`config.mk`:
```
export PLATFORM = sky130hd
export DESIGN_NAME = rotary_encoder_accel_decoder_top
export DESIGN_NICKNAME = d
export VERILOG_FILES = /design/src/hw/rtl/reacc_pkg.sv /design/src/hw/rtl/rotary_encoder_accel_decoder_top.sv /design/src/hw/rtl/reacc_step.sv /design/src/hw/rtl/reacc_amount.sv
export SDC_FILE = /design/constraint.sdc
export NUM_CORES = 1
export LEC_CHECK = 0
export BUFFER_PORTS_ARGS = -buffer_cell sky130_fd_sc_hd__buf_2
export CAP_MARGIN = 20
export CORE_MARGIN = 10
export CORE_UTILIZATION = 49
export DETAILED_ROUTE_END_ITERATION = 10
export MAX_ROUTING_LAYER = met4
export PLACE_DENSITY = 0.75
export SLEW_MARGIN = 30
export SYNTH_ARGS = -nofsm -noshare
export SYNTH_HDL_FRONTEND = slang
export SYNTH_HIERARCHICAL = 1
export SYNTH_SLANG_ARGS = --single-unit
```
`constraint.sdc`:
```
create_clock -name clk -period 18.7 [get_ports clk]
set_input_delay 3.74 -clock clk [delete_from_list [all_inputs] [get_ports clk]]
set_output_delay 3.74 -clock clk [all_outputs]
set_load 0.005 [all_outputs]
```
`src/hw/rtl/reacc_pkg.sv`:
```
// shared types, widths and constants of the rotary encoder decoder
// no dependencies; imported by every module of the block

package reacc_pkg;

  localparam int PinW    = 8;
  localparam int TimeW   = 32;
  localparam int AmtW    = 13;
  localparam int PinIdxW = 3;
  localparam int DetW    = 4;
  localparam int WinW    = 8;
  localparam int GainW   = 4;
  localparam int CntW    = 5;
  localparam int PhaseW  = 2;
  localparam int CfgIdxW = 3;
  localparam int CfgDatW = 8;
  localparam int ProdW   = GainW + WinW;

  // largest rotation magnitude: 255 + 15 * 254
  localparam int AmtMax = 4065;

  // configuration register indexes
  typedef enum logic [CfgIdxW-1:0] {
    CFG_A_PIN  = 3'd0,
    CFG_B_PIN  = 3'd1,
    CFG_DETENT = 3'd2,
    CFG_WINDOW = 3'd3,
    CFG_GAIN   = 3'd4
  } cfg_idx_t;

  typedef struct packed {
    logic [PinIdxW-1:0] a_pin;
    logic [PinIdxW-1:0] b_pin;
    logic [DetW-1:0]    detent;
    logic [WinW-1:0]    window;
    logic [GainW-1:0]   gain;
  } cfg_t;

  localparam cfg_t CfgReset = '{
    a_pin:  3'd0,
    b_pin:  3'd1,
    detent: 4'd4,
    window: 8'd50,
    gain:   4'd4
  };

  // per-emission decision handed from the step decoder to the amount logic
  typedef struct packed {
    logic            neg;
    logic            accel;
    logic [WinW-1:0] delta;
  } dec_t;

endpackage

```
`src/hw/rtl/rotary_encoder_accel_decoder_top.sv`:
```
// top level of the quadrature rotary encoder decoder with velocity acceleration
// depends on reacc_pkg, reacc_step and reacc_amount
//
//  channel   handshake             payload
//  in_       in_valid / in_ready   in_pin_levels[7:0], in_time_ms[31:0]
//  out_      out_valid / out_ready out_rotation_amount[12:0] signed
//  cfg_      cfg_wr_en             cfg_index[2:0], cfg_wdata[7:0]
//
// one item per cycle unless the output stalls; an accepted item passes the input register,
// then the result register, before it shows on out_; the step decoder and the amount logic
// both sit between them; phase, count and emit time update on each take for the next item
// items that cause no rotation are dropped before the result register
// reset is synchronous; it restores register defaults, clears valid flags and decoder state
// a stalled output blocks input only once the input and result registers both hold items

module rotary_encoder_accel_decoder_top import reacc_pkg::*; (
  input  logic                   clk,
  input  logic                   rst_n,
  input  logic                   in_valid,
  output logic                   in_ready,
  input  logic [PinW-1:0]        in_pin_levels,
  input  logic [TimeW-1:0]       in_time_ms,
  output logic                   out_valid,
  input  logic                   out_ready,
  output logic signed [AmtW-1:0] out_rotation_amount,
  input  logic                   cfg_wr_en,
  input  logic [CfgIdxW-1:0]     cfg_index,
  input  logic [CfgDatW-1:0]     cfg_wdata
);

  cfg_t cfg_r;

  // input register
  logic             s1_valid_r;
  logic [PinW-1:0]  s1_pins_r;
  logic [TimeW-1:0] s1_time_r;

  // result register, holds only items that emit
  logic                   out_valid_r;
  logic signed [AmtW-1:0] out_amount_r;

  logic                   out_free;
  logic                   s1_take;
  logic                   emit;
  dec_t                   dec;
  logic signed [AmtW-1:0] amount;

  // configuration writes, unknown indexes ignored
  always_ff @(posedge clk) begin
    if (!rst_n) begin
      cfg_r <= CfgReset;
    end else if (cfg_wr_en) begin
      case (cfg_index)
        CFG_A_PIN:  cfg_r.a_pin  <= cfg_wdata[PinIdxW-1:0];
        CFG_B_PIN:  cfg_r.b_pin  <= cfg_wdata[PinIdxW-1:0];
        CFG_DETENT: cfg_r.detent <= cfg_wdata[DetW-1:0];
        CFG_WINDOW: cfg_r.window <= cfg_wdata[WinW-1:0];
        CFG_GAIN:   cfg_r.gain   <= cfg_wdata[GainW-1:0];
        default:    ;
      endcase
    end
  end

  // stage flow control: the input register moves when the result register has room
  assign out_free = !out_valid_r || out_ready;
  assign s1_take  = s1_valid_r && out_free;
  assign in_ready = !s1_valid_r || out_free;

  always_ff @(posedge clk) begin
    if (!rst_n) begin
      s1_valid_r <= 1'b0;
    end else if (in_ready) begin
      s1_valid_r <= in_valid;
    end
  end

  always_ff @(posedge clk) begin
    if (in_valid && in_ready) begin
      s1_pins_r <= in_pin_levels;
      s1_time_r <= in_time_ms;
    end
  end

  reacc_step u_step (
    .clk        (clk),
    .rst_n      (rst_n),
    .cfg        (cfg_r),
    .pin_levels (s1_pins_r),
    .time_ms    (s1_time_r),
    .take       (s1_take),
    .emit       (emit),
    .dec        (dec)
  );

  reacc_amount u_amount (
    .cfg    (cfg_r),
    .dec    (dec),
    .amount (amount)
  );

  always_ff @(posedge clk) begin
    if (!rst_n) begin
      out_valid_r <= 1'b0;
    end else if (out_free) begin
      out_valid_r <= s1_take && emit;
    end
  end

  always_ff @(posedge clk) begin
    if (s1_take && emit) begin
      out_amount_r <= amount;
    end
  end

  assign out_valid           = out_valid_r;
  assign out_rotation_amount = out_amount_r;

endmodule

```
`src/hw/rtl/reacc_step.sv`:
```
// quadrature step decoder: phase tracking, detent counting, emission decision
// depends on reacc_pkg

module reacc_step import reacc_pkg::*; (
  input  logic             clk,
  input  logic             rst_n,
  input  cfg_t             cfg,
  input  logic [PinW-1:0]  pin_levels,
  input  logic [TimeW-1:0] time_ms,
  input  logic             take,
  output logic             emit,
  output dec_t             dec
);

  logic [PhaseW-1:0]      last_phase_r;
  logic signed [CntW-1:0] step_cnt_r;
  logic [TimeW-1:0]       last_emit_time_r;
  logic                   emitted_r;

  logic                   pin_a;
  logic                   pin_b;
  logic [PhaseW-1:0]      phase;
  logic [PhaseW-1:0]      diff;
  logic                   changed;
  logic signed [CntW-1:0] cnt_step;
  logic signed [CntW:0]   cnt_ext;
  logic [CntW:0]          mag;
  logic [DetW-1:0]        detent_eff;
  logic [TimeW-1:0]       interval;
  logic signed [CntW-1:0] step_cnt_nxt;

  assign pin_a   = pin_levels[cfg.a_pin];
  assign pin_b   = pin_levels[cfg.b_pin];
  assign phase   = {pin_b, pin_a ^ pin_b};
  assign diff    = phase - last_phase_r;
  assign changed = (phase != last_phase_r);

  always_comb begin
    case (diff)
      2'd1:    cnt_step = step_cnt_r + 5'sd1;
      2'd3:    cnt_step = step_cnt_r - 5'sd1;
      default: cnt_step = step_cnt_r;
    endcase
  end

  assign cnt_ext    = {cnt_step[CntW-1], cnt_step};
  assign mag        = cnt_ext[CntW] ? (CntW+1)'(-cnt_ext) : (CntW+1)'(cnt_ext);
  assign detent_eff = (cfg.detent == '0) ? DetW'(1) : cfg.detent;
  assign emit       = changed && (mag >= (CntW+1)'(detent_eff));

  // wrapping interval since the last emission
  assign interval  = time_ms - last_emit_time_r;
  assign dec.accel = emitted_r && (interval != '0) &&
                     (interval <= TimeW'(cfg.window));
  assign dec.delta = cfg.window - interval[WinW-1:0];
  assign dec.neg   = cnt_step[CntW-1];

  assign step_cnt_nxt = emit ? '0 : cnt_step;

  always_ff @(posedge clk) begin
    if (!rst_n) begin
      last_phase_r     <= '0;
      step_cnt_r       <= '0;
      last_emit_time_r <= '0;
      emitted_r        <= 1'b0;
    end else if (take) begin
      last_phase_r <= phase;
      step_cnt_r   <= step_cnt_nxt;
      if (emit) begin
        last_emit_time_r <= time_ms;
        emitted_r        <= 1'b1;
      end
    end
  end

endmodule

```
`src/hw/rtl/reacc_amount.sv`:
```
// rotation amount: window, plus scaled acceleration when accelerated, signed by direction
// depends on reacc_pkg

module reacc_amount import reacc_pkg::*; (
  input  cfg_t                   cfg,
  input  dec_t                   dec,
  output logic signed [AmtW-1:0] amount
);

  logic [ProdW-1:0] prod;
  logic [AmtW-1:0]  mag;

  assign prod = ProdW'(cfg.gain) * ProdW'(dec.delta);
  assign mag  = dec.accel ? AmtW'(cfg.window) + AmtW'(prod) : AmtW'(cfg.window);

  always_comb begin
    if (dec.neg) begin
      amount = $signed(-mag);
    end else begin
      amount = $signed(mag);
    end
  end

endmodule

```
==> flow_metrics.tcl <==
set metrics [dict create \
    yosysSeqAreaShare 0.3313 \
    area_growth_pct 12.70 \
    max_freq_mhz 126.4 \
    async_flop_share 0 \
    syn_nets 1115 \
    start_util 0.5014 \
    rsz0062_at_grt "no" \
    grt_overflow 0 \
    ys_types 75 \
    setup_tns_ps 0 \
    cp_num_buf_inv 2 \
    finClkSkew_ps 14.04 \
    multi_input_area_um2 5211 \
    cellPowerDensity_nw_per_um2 113.9 \
    htreeDepth 4 \
    nNetsFinal 1173 \
    cts_hold_buf 0 \
    hold_slack_ps 450.8 \
    power_leakage_nw 4.043 \
    fin_crit_ps 7912 \
    ioPinCount 71 \
    maxCapViolCount 0 \
    cp.depth 3 \
    syn_inst 961 \
    fin_crit_sh 0.4231 \
    setup_viol 0 \
    place_inst 1225 \
    numCtsBuffers 17 \
    ys_warn_count 6 \
    synth-edff-count 53 \
    worstReg2RegStart "s1_time_r[0]$_DFFE_PP_" \
    maxSlewViolCount 0 \
    cts-root-buf "clkbuf_16" \
    first_pass_iters 5 \
    synth_seq_cells 117 \
    fp-row-count 48 \
    timing.final.hold_violations 0 \
    cts_tree "done" \
    cts.clk_slew.worst_paths_ps 50 \
    chipWidth_um 153.0 \
    fp.coreArea_um2 17300 \
    relSlewSlack 0.4797 \
    port_buffers 70 \
    crit_arrival_ps 4170 \
    path_class "in -> out" \
    cts_sinks 117 \
    rr_endpoint "out_rotation_amount[11]$_DFFE_PP_" \
    cpMostUsedCell "buf_2" \
    ant_nets 0 \
    ff2ff_path_depth 27 \
    groute.usage.overall 0.1654 \
    place_congestion 0.9020 \
    synthFlopType "dfxtp_1" \
    initialDrtViolationCount 359 \
    worst_ep_required_time_ps 14960 \
    critPathMaxStageDelay_ps 180 \
    route.detailed.drc 0 \
    grt_start_max_net_pins 109 \
    worstPathCellList "buf_2, nand3b_1, buf_2" \
    hpwl_um 14200 \
    n_fill_cell 1546 \
    r2r_slack_ps 11790 \
    n_antenna_cell 0 \
    startpoint_type "input port" \
    syn_area_per_cell_um2 9.024 \
    die_y_um 153.0 \
    cpLargestDelayFamily "buffers and inverters" \
    cp-end-kind "primary output" \
    cts_resized 0 \
    peakVddDrop_mv 0.07537 \
    crit_end "in_ready" \
    drt-total-wl_um 18820 \
    post_drt_wl_per_cell_um 14.97 \
    mappedNetlistArea_um2 8672 \
    grt_pass1_wl_um 31840 \
    cts_setup_buffers 0 \
    antenna_found_initial 0 \
    total_power_mw 1.113 \
    slowest_stage "nand3b_1" \
    fin_util 0.5650 \
    holdCritPathClass "reg -> reg" \
    status "complete, no violations" \
    seq_area_um2 2873 \
    via_count 6862 \
    die_area_um2 23420 \
    cp_max_fo 3 \
    clk_path_buf_depth 2 \
    vias_per_cell 5.459 \
    drive_above_1_share 0.1211 \
    worstMarginPinSlew_ps 760.8 \
    grt_pass1_vias 6772 \
    insertion_delay_ps 420 \
    stdcell_count 1257 \
    startpoint "out_ready" \
]
registers in the layout, summed over array words and instances (netlist names):
register,count
s1_time_r,32
u_step/last_emit_time_r,32
cfg_r,22
out_rotation_amount,13
s1_pins_r,8
u_step/step_cnt_r,5
u_step/last_phase_r,2
out_valid,1
s1_valid_r,1
u_step/emitted_r,1
worst reg2reg max path, cell delays in order (launching register included):
cell      delay (ps)
edfxtp_1         380
inv_1             70
ha_1             160
inv_1             50
fa_1             400
xnor2_1          230
inv_1             90
ha_1             360
inv_1             60
o21ai_0          280
a21oi_1          120
o21bai_1         190
xor2_1           340
and2_1           200
fa_1             440
fa_1             550
inv_1             50
fa_1             490
inv_1             40
ha_1             350
and3_1           170
a21oi_1          170
nand3b_1         110
xor2_1           170
a211o_1          330
or4_4            430
o31ai_2          290
xor2_1           120
synthesized netlist by cell type (6+ instances only):
| master | number | area [um2] |
|---|---|---|
| xor2_1 | 15 | 131.4 |
| a21oi_1 | 47 | 235.2 |
| o21ai_0 | 33 | 165.2 |
| clkbuf_1 | 15 | 56.30 |
| a31oi_1 | 6 | 37.54 |
| o22ai_1 | 6 | 37.54 |
| mux2i_1 | 35 | 350.3 |
| and2_1 | 28 | 175.2 |
| o21a_1 | 9 | 67.56 |
| nand4_1 | 12 | 75.07 |
| nor3_1 | 12 | 60.06 |
| edfxtp_1 | 53 | 1592 |
| nor2b_1 | 24 | 150.1 |
| nor2_1 | 28 | 105.1 |
| fa_1 | 21 | 420.4 |
| ha_1 | 77 | 963.4 |
| buf_6 | 7 | 78.83 |
| nand3_1 | 44 | 220.2 |
| nand2b_1 | 14 | 87.58 |
| o21ai_1 | 32 | 160.2 |
| or4_1 | 6 | 45.04 |
| xnor2_1 | 30 | 262.8 |
| o2111ai_1 | 6 | 52.55 |
| inv_1 | 111 | 416.7 |
| nand2_1 | 104 | 390.4 |
| dfxtp_1 | 64 | 1281 |
| a21o_1 | 14 | 105.1 |
| and3_1 | 6 | 37.54 |
| o211ai_1 | 7 | 52.55 |
| a211oi_1 | 6 | 45.04 |
cell type report:
type	instances	area share
clock buffers	22	0.04750
clock inverters	10	0.01575
inverters	112	0.04302
multi-input cells	699	0.5332
flip-flops and latches	117	0.2939
well taps	225	0.02881
repair buffers	72	0.03777
placed cells by master, fill, tap and decap left out, types with 32 or more instances in the layout:
cell type	n
inv_1	111
nand2_1	104
ha_1	77
buf_2	70
dfxtp_1	64
edfxtp_1	53
a21oi_1	47
nand3_1	44
mux2i_1	35
o21ai_0	33
o21ai_1	32
metal layers:
metal  vias up  track usage  share of wire
li1       3487            -              -
met1      3232       0.2009           0.46
met2       123       0.2655           0.48
met3        20      0.03648          0.038
met4         0      0.05813          0.019
met5         -            -              0
logic make-up (layout without fill, tap and decap cells):
family | after synthesis | in the layout | synth area share
AO/OA/AOI/OAI | 207 | 207 | 0.1518
XOR/XNOR | 47 | 47 | 0.04992
adder cells (fa/ha/maj) | 98 | 98 | 0.1596
buffers and inverters | 145 | 216 | 0.06969
flip-flops | 117 | 117 | 0.3313
multiplexers | 42 | 42 | 0.05627
AND/OR/NAND/NOR | 305 | 305 | 0.1815
report_power, final:
part	internal (mW)	leakage, nW	switching (mW)
Clock	0.229	0.299	0.115
Combinational	0.186	2.71	0.273
Sequential	0.297	1.03	0.0132
Total	0.712	4.04	0.401
metrics by stage:
stage / instance area [um2] / worst slack (ps)
2_1_floorplan: 8672 / 11050
3_3_place_gp: 9144 / 10820
3_5_place_dp: 9151 / 10790
4_1_cts: 9769 / 10790
5_1_grt: 9773 / 10770
6_report: 9773 / 10790
how the worst min path moves through the flow:
stage                                                  start                                       end  depth (start not counted)
finish              u_step/last_emit_time_r[17]$_SDFFE_PN0P_  u_step/last_emit_time_r[17]$_SDFFE_PN0P_                          2
global route        u_step/last_emit_time_r[12]$_SDFFE_PN0P_  u_step/last_emit_time_r[12]$_SDFFE_PN0P_                          2
CTS                 u_step/last_emit_time_r[30]$_SDFFE_PN0P_  u_step/last_emit_time_r[30]$_SDFFE_PN0P_                          2
detailed placement  u_step/last_emit_time_r[20]$_SDFFE_PN0P_  u_step/last_emit_time_r[20]$_SDFFE_PN0P_                          2
global placement    u_step/last_emit_time_r[17]$_SDFFE_PN0P_  u_step/last_emit_time_r[17]$_SDFFE_PN0P_                          2
floorplan                      u_step/emitted_r$_SDFFE_PN0P_             u_step/emitted_r$_SDFFE_PN0P_                          2
(Power assumes the default switching activity.)
